<file path="src/hdl/dlf_pkg.sv">
// Shared types, constants and arithmetic helpers for the deinterlace line filter.
package dlf_pkg;

    localparam int PIX_W          = 8;
    localparam int MAX_LINE_WIDTH = 4096;
    localparam int CNT_W          = 13;
    localparam int WIN            = 7;   // left-right window taps
    localparam int LAG            = 4;   // columns in flight between input and result
    localparam int FLUSH_W        = 2;
    localparam int CFG_IDX_W      = 2;
    localparam int CFG_DATA_W     = 13;
    localparam int S_TDATA_W      = 12 * PIX_W;
    localparam int M_TDATA_W      = PIX_W;

    localparam logic [CNT_W-1:0]   MIN_WIDTH      = CNT_W'(4);
    localparam logic [CNT_W-1:0]   MAX_WIDTH      = CNT_W'(MAX_LINE_WIDTH);
    localparam logic [CNT_W-1:0]   LINE_WIDTH_RST = CNT_W'(720);
    localparam logic [CNT_W-1:0]   FIRST_EMIT_COL = CNT_W'(3);
    localparam logic [FLUSH_W-1:0] FLUSH_BEATS    = FLUSH_W'(3);
    localparam logic [1:0]         MODE_EDGE_LIMIT = 2'd2;

    // register map
    localparam logic [CFG_IDX_W-1:0] REG_LINE_WIDTH        = 2'd0;
    localparam logic [CFG_IDX_W-1:0] REG_TEMPORAL_MODE     = 2'd1;
    localparam logic [CFG_IDX_W-1:0] REG_DIRECTIONAL_CHECK = 2'd2;

    typedef logic [PIX_W-1:0] pix_t;
    typedef pix_t [WIN-1:0]   win_t;
    typedef logic signed [9:0] sval_t;

    // input beat; last field sits in the lowest bits
    typedef struct packed {
        pix_t late_down2;
        pix_t late_up2;
        pix_t early_down2;
        pix_t early_up2;
        pix_t late_center;
        pix_t early_center;
        pix_t next_below;
        pix_t next_above;
        pix_t prev_below;
        pix_t prev_above;
        pix_t cur_below;
        pix_t cur_above;
    } in_beat_t;

    // temporal average and motion bound of one column
    typedef struct packed {
        pix_t center;
        pix_t bound;
    } pend_t;

    function automatic pix_t absdiff(input pix_t x, input pix_t y);
        return (x > y) ? pix_t'(x - y) : pix_t'(y - x);
    endfunction

    function automatic sval_t smax(input sval_t x, input sval_t y);
        return (x > y) ? x : y;
    endfunction

    function automatic sval_t smin(input sval_t x, input sval_t y);
        return (x < y) ? x : y;
    endfunction

endpackage

</file>
<file path="src/hdl/dlf_bound.sv">
// Temporal average and motion bound of one column, computed on the input beat.
module dlf_bound import dlf_pkg::*; (
    input  in_beat_t px,
    input  logic     edge_check,
    output pend_t    res
);

    always_comb begin
        logic [8:0] sum_c, sum_p, sum_n, sum_u, sum_d;
        pix_t       t0, t1, t2;
        sval_t      d, base, bu, fd, dcb, dca, ua, fb, hi, lo, b;

        sum_c = {1'b0, px.early_center} + {1'b0, px.late_center};
        d     = sval_t'({2'b00, sum_c[8:1]});
        t0    = pix_t'(absdiff(px.early_center, px.late_center) >> 1);
        sum_p = {1'b0, absdiff(px.prev_above, px.cur_above)}
              + {1'b0, absdiff(px.prev_below, px.cur_below)};
        sum_n = {1'b0, absdiff(px.next_above, px.cur_above)}
              + {1'b0, absdiff(px.next_below, px.cur_below)};
        t1    = sum_p[8:1];
        t2    = sum_n[8:1];
        base  = smax(smax(sval_t'({2'b00, t0}), sval_t'({2'b00, t1})),
                     sval_t'({2'b00, t2}));

        sum_u = {1'b0, px.early_up2} + {1'b0, px.late_up2};
        sum_d = {1'b0, px.early_down2} + {1'b0, px.late_down2};
        bu    = sval_t'({2'b00, sum_u[8:1]});
        fd    = sval_t'({2'b00, sum_d[8:1]});
        dcb   = d - sval_t'({2'b00, px.cur_below});
        dca   = d - sval_t'({2'b00, px.cur_above});
        ua    = bu - sval_t'({2'b00, px.cur_above});
        fb    = fd - sval_t'({2'b00, px.cur_below});
        hi    = smax(smax(dcb, dca), smin(ua, fb));
        lo    = smin(smin(dcb, dca), smax(ua, fb));

        b = edge_check ? smax(smax(base, lo), -hi) : base;

        res.center = d[PIX_W-1:0];
        res.bound  = b[PIX_W-1:0];   // always within 0..255
    end

endmodule

</file>
<file path="src/hdl/dlf_predict.sv">
// Spatial prediction for the window centre, clamped to the motion bound.
module dlf_predict import dlf_pkg::*; (
    input  win_t  above,
    input  win_t  below,
    input  pend_t tmp,
    input  logic  dir_check,
    output pix_t  pixel
);

    function automatic logic [9:0] score3(input pix_t a0, input pix_t b0,
                                          input pix_t a1, input pix_t b1,
                                          input pix_t a2, input pix_t b2);
        return {2'b00, absdiff(a0, b0)} + {2'b00, absdiff(a1, b1)}
             + {2'b00, absdiff(a2, b2)};
    endfunction

    function automatic pix_t avg2(input pix_t x, input pix_t y);
        logic [8:0] s;
        s = {1'b0, x} + {1'b0, y};
        return s[8:1];
    endfunction

    always_comb begin
        logic signed [10:0] best;
        logic signed [10:0] sm1, sm2, sp1, sp2;
        pix_t               pred;
        sval_t              p, top, bot;

        pred = avg2(above[3], below[3]);
        best = $signed({1'b0, score3(above[2], below[2], above[3], below[3],
                                     above[4], below[4])}) - 11'sd1;
        sm1  = $signed({1'b0, score3(above[1], below[3], above[2], below[4],
                                     above[3], below[5])});
        sm2  = $signed({1'b0, score3(above[0], below[4], above[1], below[5],
                                     above[2], below[6])});
        sp1  = $signed({1'b0, score3(above[3], below[1], above[4], below[2],
                                     above[5], below[3])});
        sp2  = $signed({1'b0, score3(above[4], below[0], above[5], below[1],
                                     above[6], below[2])});

        if (dir_check) begin
            // leftward lean, one then two columns
            if (sm1 < best) begin
                best = sm1;
                pred = avg2(above[2], below[4]);
                if (sm2 < best) begin
                    best = sm2;
                    pred = avg2(above[1], below[5]);
                end
            end
            // rightward lean
            if (sp1 < best) begin
                best = sp1;
                pred = avg2(above[4], below[2]);
                if (sp2 < best) begin
                    pred = avg2(above[5], below[1]);
                end
            end
        end

        p   = sval_t'({2'b00, pred});
        top = sval_t'({2'b00, tmp.center}) + sval_t'({2'b00, tmp.bound});
        bot = sval_t'({2'b00, tmp.center}) - sval_t'({2'b00, tmp.bound});
        if (p > top) begin
            p = top;
        end else if (p < bot) begin
            p = bot;
        end
        pixel = p[PIX_W-1:0];
    end

endmodule

</file>
<file path="src/hdl/deinterlace_line_filter.sv">
// Top level of the deinterlace line filter: windows, flush control and output register.
//
// Builds one missing line of an interlaced field, one pixel column per input beat.
// Each beat carries the twelve neighbor pixels of one column; the rows above and
// below run through 7-tap left-right windows, so the result for column x leaves
// with the beat of column x+3 and is registered at the output. Columns 0..2
// of a line produce no result; the last column (line_width-1) produces four:
// its own and three flush results that repeat the edge pixel. The block takes one
// beat per cycle while the output is not stalled; at the end of each line s_tready
// stays low while the flush results pass the single output register. Columns left of 0
// repeat column 0. line_width is saturated to 4..4096. temporal_mode applies to a
// beat when it is taken, directional_check when its result is formed; change
// either only while the block is idle. m_tlast marks the last result of an input
// beat, m_tuser marks the result of the final column of the line.
module deinterlace_line_filter import dlf_pkg::*; (
    input  logic                  aclk,
    input  logic                  aresetn,
    // config write port
    input  logic                  cfg_wr_en,
    input  logic [CFG_IDX_W-1:0]  cfg_index,
    input  logic [CFG_DATA_W-1:0] cfg_wdata,
    // input beats
    input  logic                  s_tvalid,
    output logic                  s_tready,
    // tdata: cur_above, cur_below, prev_above, prev_below, next_above, next_below,
    //        early_center, late_center, early_up2, early_down2, late_up2, late_down2
    input  logic [S_TDATA_W-1:0]  s_tdata,
    // result beats
    output logic                  m_tvalid,
    input  logic                  m_tready,
    output logic [M_TDATA_W-1:0]  m_tdata,   // tdata: out_pixel
    output logic                  m_tlast,   // run_last
    output logic                  m_tuser    // tuser: line_done
);

    // config
    logic [CNT_W-1:0]   line_width_reg;
    logic [1:0]         temporal_mode_reg;
    logic               dir_check_reg;

    // control
    logic [CNT_W-1:0]   col_cnt_reg;
    logic [FLUSH_W-1:0] flush_cnt_reg;
    logic               emit_pend_reg;   // window holds a column to emit
    logic               tag_last_reg;
    logic               tag_done_reg;
    logic               m_tvalid_reg;

    // payload
    win_t               above_win_reg, below_win_reg;
    pend_t              pend_reg [LAG];
    pix_t               edge_a_reg, edge_b_reg;
    pix_t               m_pixel_reg;
    logic               m_last_reg, m_done_reg;

    in_beat_t           in_f;
    pend_t              in_tmp;
    pix_t               pred_pixel;
    logic [CNT_W-1:0]   width_sat;
    logic               last_col;
    logic               out_load, adv_ok, flushing, in_acc, flush_step;

    assign in_f = in_beat_t'(s_tdata);

    always_comb begin
        if (line_width_reg < MIN_WIDTH) begin
            width_sat = MIN_WIDTH;
        end else if (line_width_reg > MAX_WIDTH) begin
            width_sat = MAX_WIDTH;
        end else begin
            width_sat = line_width_reg;
        end
    end

    assign last_col   = col_cnt_reg >= (width_sat - CNT_W'(1));
    assign out_load   = emit_pend_reg && (!m_tvalid_reg || m_tready);
    assign adv_ok     = !emit_pend_reg || out_load;
    assign flushing   = flush_cnt_reg != '0;
    assign s_tready   = adv_ok && !flushing;
    assign in_acc     = s_tvalid && s_tready;
    assign flush_step = flushing && adv_ok;

    dlf_bound u_bound (
        .px         (in_f),
        .edge_check (temporal_mode_reg < MODE_EDGE_LIMIT),
        .res        (in_tmp)
    );

    // window centre (tap 3) pairs with the oldest pending column
    dlf_predict u_predict (
        .above     (above_win_reg),
        .below     (below_win_reg),
        .tmp       (pend_reg[LAG-1]),
        .dir_check (dir_check_reg),
        .pixel     (pred_pixel)
    );

    // control state
    always_ff @(posedge aclk) begin
        if (!aresetn) begin
            line_width_reg    <= LINE_WIDTH_RST;
            temporal_mode_reg <= '0;
            dir_check_reg     <= 1'b0;
            col_cnt_reg       <= '0;
            flush_cnt_reg     <= '0;
            emit_pend_reg     <= 1'b0;
            m_tvalid_reg      <= 1'b0;
        end else begin
            if (cfg_wr_en) begin
                unique case (cfg_index)
                    REG_LINE_WIDTH:        line_width_reg    <= cfg_wdata;
                    REG_TEMPORAL_MODE:     temporal_mode_reg <= cfg_wdata[1:0];
                    REG_DIRECTIONAL_CHECK: dir_check_reg     <= cfg_wdata[0];
                    default: ;
                endcase
            end

            if (out_load) begin
                m_tvalid_reg <= 1'b1;
            end else if (m_tready) begin
                m_tvalid_reg <= 1'b0;
            end

            if (in_acc) begin
                emit_pend_reg <= (col_cnt_reg >= FIRST_EMIT_COL) || last_col;
                if (last_col) begin
                    col_cnt_reg   <= '0;
                    flush_cnt_reg <= FLUSH_BEATS;
                end else begin
                    col_cnt_reg <= col_cnt_reg + CNT_W'(1);
                end
            end else if (flush_step) begin
                emit_pend_reg <= 1'b1;
                flush_cnt_reg <= flush_cnt_reg - FLUSH_W'(1);
            end else if (out_load) begin
                emit_pend_reg <= 1'b0;
            end
        end
    end

    // windows, pending columns and output payload
    always_ff @(posedge aclk) begin
        if (in_acc) begin
            if (col_cnt_reg == '0) begin
                // left edge: whole window takes column 0
                for (int i = 0; i < WIN; i++) begin
                    above_win_reg[i] <= in_f.cur_above;
                    below_win_reg[i] <= in_f.cur_below;
                end
            end else begin
                for (int i = 0; i < WIN - 1; i++) begin
                    above_win_reg[i] <= above_win_reg[i+1];
                    below_win_reg[i] <= below_win_reg[i+1];
                end
                above_win_reg[WIN-1] <= in_f.cur_above;
                below_win_reg[WIN-1] <= in_f.cur_below;
            end
            pend_reg[0] <= in_tmp;
            for (int i = 1; i < LAG; i++) begin
                pend_reg[i] <= pend_reg[i-1];
            end
            edge_a_reg   <= in_f.cur_above;
            edge_b_reg   <= in_f.cur_below;
            tag_last_reg <= !last_col;
            tag_done_reg <= 1'b0;
        end else if (flush_step) begin
            // right edge: repeat the last column
            for (int i = 0; i < WIN - 1; i++) begin
                above_win_reg[i] <= above_win_reg[i+1];
                below_win_reg[i] <= below_win_reg[i+1];
            end
            above_win_reg[WIN-1] <= edge_a_reg;
            below_win_reg[WIN-1] <= edge_b_reg;
            pend_reg[0] <= '0;
            for (int i = 1; i < LAG; i++) begin
                pend_reg[i] <= pend_reg[i-1];
            end
            tag_last_reg <= flush_cnt_reg == FLUSH_W'(1);
            tag_done_reg <= flush_cnt_reg == FLUSH_W'(1);
        end

        if (out_load) begin
            m_pixel_reg <= pred_pixel;
            m_last_reg  <= tag_last_reg;
            m_done_reg  <= tag_done_reg;
        end
    end

    assign m_tvalid = m_tvalid_reg;
    assign m_tdata  = m_pixel_reg;
    assign m_tlast  = m_last_reg;
    assign m_tuser  = m_done_reg;

endmodule

</file>
<file path="config.mk">
export PLATFORM = sky130hd
export DESIGN_NAME = deinterlace_line_filter
export DESIGN_NICKNAME = d
export VERILOG_FILES = /design/src/hdl/dlf_pkg.sv /design/src/hdl/dlf_bound.sv /design/src/hdl/dlf_predict.sv /design/src/hdl/deinterlace_line_filter.sv
export SDC_FILE = /design/constraint.sdc
export NUM_CORES = 2
export LEC_CHECK = 0
export ABC_AREA = 1
export ABC_CLOCK_PERIOD_IN_PS = 11750
export BUFFER_PORTS_ARGS = -buffer_cell sky130_fd_sc_hd__buf_2
export CAP_MARGIN = 20
export CORE_ASPECT_RATIO = 1.75
export CORE_MARGIN = 2
export CORE_UTILIZATION = 55
export CTS_CLUSTER_SIZE = 25
export DETAILED_ROUTE_END_ITERATION = 8
export PLACE_DENSITY = 0.72
export SETUP_SLACK_MARGIN = 0.15
export SYNTH_ARGS = -nofsm -noshare
export SYNTH_HDL_FRONTEND = slang
export SYNTH_HIERARCHICAL = 1
export SYNTH_SLANG_ARGS = --single-unit
</file>
<file path="constraint.sdc">
create_clock -name aclk -period 11.75 [get_ports aclk]
set_input_delay 2.9375 -clock aclk [delete_from_list [all_inputs] [get_ports aclk]]
set_output_delay 2.9375 -clock aclk [all_outputs]
set_load 0.02 [all_outputs]
</file>
# ---- Word level (Yosys, flattened, before mapping)
# Memory sizes are Yosys's and may differ from the RTL's.
# Cells that the tools add are included.
# Widths: inputs -> output; s select.
dict set report op_classes {
  addsub 71
  magnitude_cmp 41
  eq_ne 4
  mux 69
  bitwise 4
  reduce_logical 21
}
# cell n
set op_table {}
lappend op_table {{$sub 8x8->8} 40}
lappend op_table {{$mux 8} 31}
lappend op_table {{$mux 56} 4}
lappend op_table {{$gt 8x8->1} 20}
lappend op_table {{$add 8x8->9} 16}
lappend op_table {{$mux 48} 2}
lappend op_table {{$mux 10} 8}
lappend op_table {{$mux 16} 4}
lappend op_table {{$add 10x8->10} 5}
lappend op_table {{$gt 10x10->1} 5}
lappend op_table {{$lt 10x10->1} 5}
lappend op_table {{$sub 8x8->9} 5}
lappend op_table {{$mux 13} 3}
lappend op_table {{$lt 11x11->1} 2}
lappend op_table {{$mux 11} 2}
lappend op_table {{$add 13x1->13 const B} 1}
lappend op_table {{$ge 13x13->1} 1}
lappend op_table {{$ge 13x2->1 const B} 1}
lappend op_table {{$gt 13x13->1 const B} 1}
lappend op_table {{$logic_not 13->1} 1}
lappend op_table {{$lt 13x3->1 const B} 1}
lappend op_table {{$sub 13x1->13 const B} 1}
lappend op_table {{$mux 1} 12}
lappend op_table {{$sub 10x1->11 const B} 1}
lappend op_table {{19 further kinds} 38}
dict set report word_totals {
  regBits 173
  ramBits 64
  inputBits 116
  out_inout_bits 12
  wordCells 239
  mem_count 1
}
# memory words word_bits rd rd_ports_with_merged_regs write_ports line_no
set mem_list {}
lappend mem_list {pend_reg 4 16 4 0 4 deinterlace_line_filter.sv:51} ;# pend_t pend_reg [LAG];

# ---- Longest topological paths before layout
dict set report logic_depth {
  ltp_word 14
  mapped_depth 67
  depth_no_buf 64
}

# ---- By module
# The synthesis kept the hierarchy.
# module instances cells_per_inst area_per_inst_um2 seq_area_each_um2
set modules_own_cells {}
lappend modules_own_cells {dlf_predict 1 2200 15265.9 0.0}
lappend modules_own_cells {deinterlace_line_filter 1 936 9937.0 6596.3}
lappend modules_own_cells {dlf_bound 1 1402 8838.5 0.0}

# ---- Worst setup path after synthesis
# Ideal clock, no wire load.
dict set report synth_path {
  path_type {input to register}
  startpoint {in s_tdata[3]}
  endpoint {mem pend_reg[0][0] in the netlist's numbering}
  setup_time_ps 126
  arrival_time_ps 11041
  required_time_ps 11624
  setup_slack_ps 584
  stages 63
  path_buffers 5
  cell_sequence {inv_1 > ha_1 > clkbuf_1 > nand2_1 > o21ai_0 > nand2_1 > o311ai_0 > nand2_1 > o21ai_0 > xor2_1 > inv_1 > ha_1 > a21oi_1 > nand2_1 > a21oi_1 > o21ai_0 > a21oi_1 > nor2_1 > [27 not listed] > buf_1 > nand2_4 > nand2_1 > nand2_1 > ha_1 > inv_1 > nor2_1 > o211ai_1 > o2111ai_1 > xnor2_1 > and2_1 > clkbuf_1 > o21ai_0 > inv_1 > nand2_1 > nand2_1 > o21ai_0 > a21oi_1}
}
# item line_no
set synth_lines {}
lappend synth_lines {{start: declaration} deinterlace_line_filter.sv:27} ;# input logic [S_TDATA_W-1:0] s_tdata,
lappend synth_lines {{end: declaration} deinterlace_line_filter.sv:51}

==> results.md <==
- Outcome: finished clean
- Crit Reg-Reg Endpoint: m_tdata[3]$_DFFE_PP_
- Drt initial violations: 2096
- GRT Total Usage: 0.3721
- Pins Over Slew Limit: 0
- Clock Tree Buf Depth: 3
- Hold depth: 0
- Worst Hold End: pend_reg[0][62]$_DFFE_PP_
- Htree depth: 1
- Clock-pin slew on the worst setup and hold paths: 70 ps
- Most frequent CP cell: nand2_1
- Die height: 333.1 um
- CP max stage cell: fa_1
- CTS sink cnt: about 240
- Worst Path Required: ~12000 ps
- Average size of a mapped cell: 7.501 um2
- Register area share after synthesis: 0.1938
- FF-to-FF Start: above_win_reg[21]$_DFFE_PP_
- Synth Area in Compound Gates: 0.1659
- Portion of netlist area occupied by mux cells: 0.01393
- Synth cell types: 71
- Final #Nets: 5566
- # rows: 120
- Sequential cell area: 6596 um2
- EDFF count, synth: 187
- Flops & latches, synth: 236
- Simple-Gate Fraction of Synth Area: 0.1819
- Dpl cell area: 36340 um2
- I/O Pins: 128
- Netlist Area Pre-Place: 34040 um2
- Synth Area in XOR/XNOR: 0.06432
- Remaining antenna violation count: 0
- Top cell type's share of synthesized area: 0.2238
- Vias in the first global route: between 30000 and 40000
- CORE AREA: 61260 um2
- Total global routing overflow: 0
- DR DRC count: 0
- Hold wc startpoint: pend_reg[0][46]$_DFFE_PP_
- Area leader, netlist: ha_1
- Vias per inst: around 5.7
- Filler instances: 5834
- Post-Layout Inst Area: 37430 um2
- Final hold vios: 0
- Setup crit end kind: flop
- Via count: 32000
- Final setup vio count: 0
- Relative slew slack: 0.2512
- Fin crit share: 0.9352
- DPL Wire Length: roughly 100 mm
- Synth Area in Adders: 0.2785
- CP peak stage delay: 380 ps
- Initial Utilization: 0.5557
- FFs w/ async S/R, synth: 0
- P&R area growth vs syn: 9.942%
- Routed WL: between 100 and 150 mm
- Port-buffer cells: 127
- Root Buffer: clkbuf_16
- Multi-input logic area: around 24000 um2
- DR pass1 iterations: 8
- MaxCap Viol Count: 0
- Achievable frequency: 91.01 MHz
- Layout Cells excl Fill: 5566
- End-of-flow core utilization: 0.6109
- Number of flip-flops in the largest register: 64
- CTS tree: yes
- Worst-skew pair later-pin latency: about 550 ps
- Largest net degree at the start of global routing: 108
- Layout cells sized above 1: 0.1060
- RSZ-0062 raised after global routing: yes
- Global-route wire length before repair: 179.3 mm
- Die ar.: 63980 um2
- Yosys warning total: 6
- Most numerous cell in the Yosys netlist: nand2_1
- Worst Skew: 17.35 ps
- Minimum clock period: 10990 ps
- R2R Setup Slk: 980 ps
- Total CTS buffers: 24
- Arrival @ worst endpoint: ~11000 ps
- WS Path Type: primary input to flop
- Top post-synthesis cells by count: nand2_1 (862), inv_1 (785), ha_1 (609)
- Largest family of logic cells by synthesized area: adder cells
- Die Wd: 192.1 um
- HP Class: flop to flop
- Cell total after placement: 5509
- Hold Buf Count CTS: 0
- Worst R2R Path Depth: 52
- Syn_nets: 5356
- Initial antenna violation count: 9
- Slew @ Worst Pin: 1111 ps
- Synth area leaders: ha_1 (22%), edfxtp_1 (16%), nand2_1 (9.5%)
- Startpoint type of the worst setup path: primary input
- Drt wl/cell: 21.31 um
- Routability cong.: between 1 and 1.5
- Critical path peak fanout: 14
- Final hold slack: 426.7 ps
- Most used flip-flop cell after synthesis: edfxtp_1
- Gate Count Post-Synth: 4538
[final cells by class]
type	instances	share of cell area
Tap cell	793	0.02651
Multi-Input combinational cell	3405	0.6459
Inverter	799	0.08044
Sequential cell	236	0.1763
Clock buffer	32	0.01795
Timing Repair Buffer	282	0.04834
Antenna cell	7	0.0004680
Clock inverter	12	0.004179
[worst max-delay path, delay by kind of cell]
kind / cells / cell delay (ps)
fa+ha+maj: 8 / 2290
xor+xnor: 3 / 550
simple gates: 21 / 2100
buf+inv: 9 / 1100
compound gates: 21 / 2450
[layer usage]
layer,global-route usage,part of all wire
met1,0.3213,0.31
met2,0.6961,0.52
met3,0.05293,0.050
met4,0.3804,0.13
met5,0,0.00024
[kinds of logic (layout without fill, tap and decap cells)]
logic type	count (synthesis)	count (layout)
other cells	0	7
simple gates	1412	1412
mux	47	47
xor+xnor	250	250
fa+ha+maj	702	702
compound gates	994	994
buf+inv	897	1125
flops	236	236
[layout by cell type, fill, tap and decap left out, types with 14 or more instances in the layout]
| cell type | netlist | final |
|---|---|---|
| nand2_1 | 862 | 856 |
| inv_1 | 785 | 780 |
| ha_1 | 609 | 604 |
| a21oi_1 | 378 | 372 |
| o21ai_0 | 362 | 342 |
| nor2_1 | 202 | 199 |
| edfxtp_1 | 187 | 187 |
| xor2_1 | 185 | 184 |
| buf_4 | 2 | 153 |
| nand3_1 | 152 | 151 |
| buf_2 | 18 | 126 |
| fa_1 | 93 | 93 |
| xnor2_1 | 65 | 64 |
| nand2_2 | 46 | 50 |
| dfxtp_1 | 49 | 49 |
| o21bai_1 | 45 | 45 |
| mux2i_1 | 44 | 43 |
| nand4_1 | 42 | 42 |
| o21ai_1 | 24 | 38 |
| o211ai_1 | 30 | 30 |
| clkbuf_16 | 0 | 25 |
| nor3_1 | 22 | 21 |
| a21o_1 | 21 | 21 |
| nand2_4 | 18 | 20 |
| or2_2 | 16 | 16 |
| a31oi_1 | 16 | 16 |
| a211oi_1 | 16 | 16 |
| a21oi_2 | 10 | 15 |
| inv_2 | 11 | 14 |
| o221ai_1 | 14 | 14 |
[worst max-delay path by stage]
| stage | cells past startpoint | from | endpoint | slack [ps] |
|---|---|---|---|---|
| 2_1_floorplan | 63 | s_tdata[3] | pend_reg[0][0]$_SDFFE_PP0P_ | 580 |
| 6_report | 62 | s_tdata[0] | pend_reg[0][7]$_SDFFE_PP0P_ | 760 |
| 3_5_place_dp | 60 | s_tdata[65] | pend_reg[0][6]$_SDFFE_PP0P_ | -140 |
| 5_1_grt | 63 | s_tdata[16] | pend_reg[0][5]$_SDFFE_PP0P_ | 100 |
| 4_1_cts | 60 | s_tdata[65] | pend_reg[0][7]$_SDFFE_PP0P_ | 390 |
| 3_3_place_gp | 63 | s_tdata[73] | pend_reg[0][7]$_SDFFE_PP0P_ | -90 |
[per-stage QoR]
step                      setup slack [ps]  TNS, ps
after floorplan                      583.6        0
after global placement              -91.00   -649.9
after detailed placement            -137.6    -1027
after CTS                            392.4        0
after global routing                 99.77        0
final                                761.7        0
[timing repair]
| item | 4_1_cts | 5_1_grt |
|---|---|---|
| endpoints found under the hold margin | 0 | 0 |
| gates resized for setup | 0 | 67 |
| setup buffers | 0 | 5 |
| setup endpoints to repair | 0 | 16 |
Power is left out: the tool's default activity adds up to more than one toggle a clock period on the data nets, which glitch-free logic cannot reach.
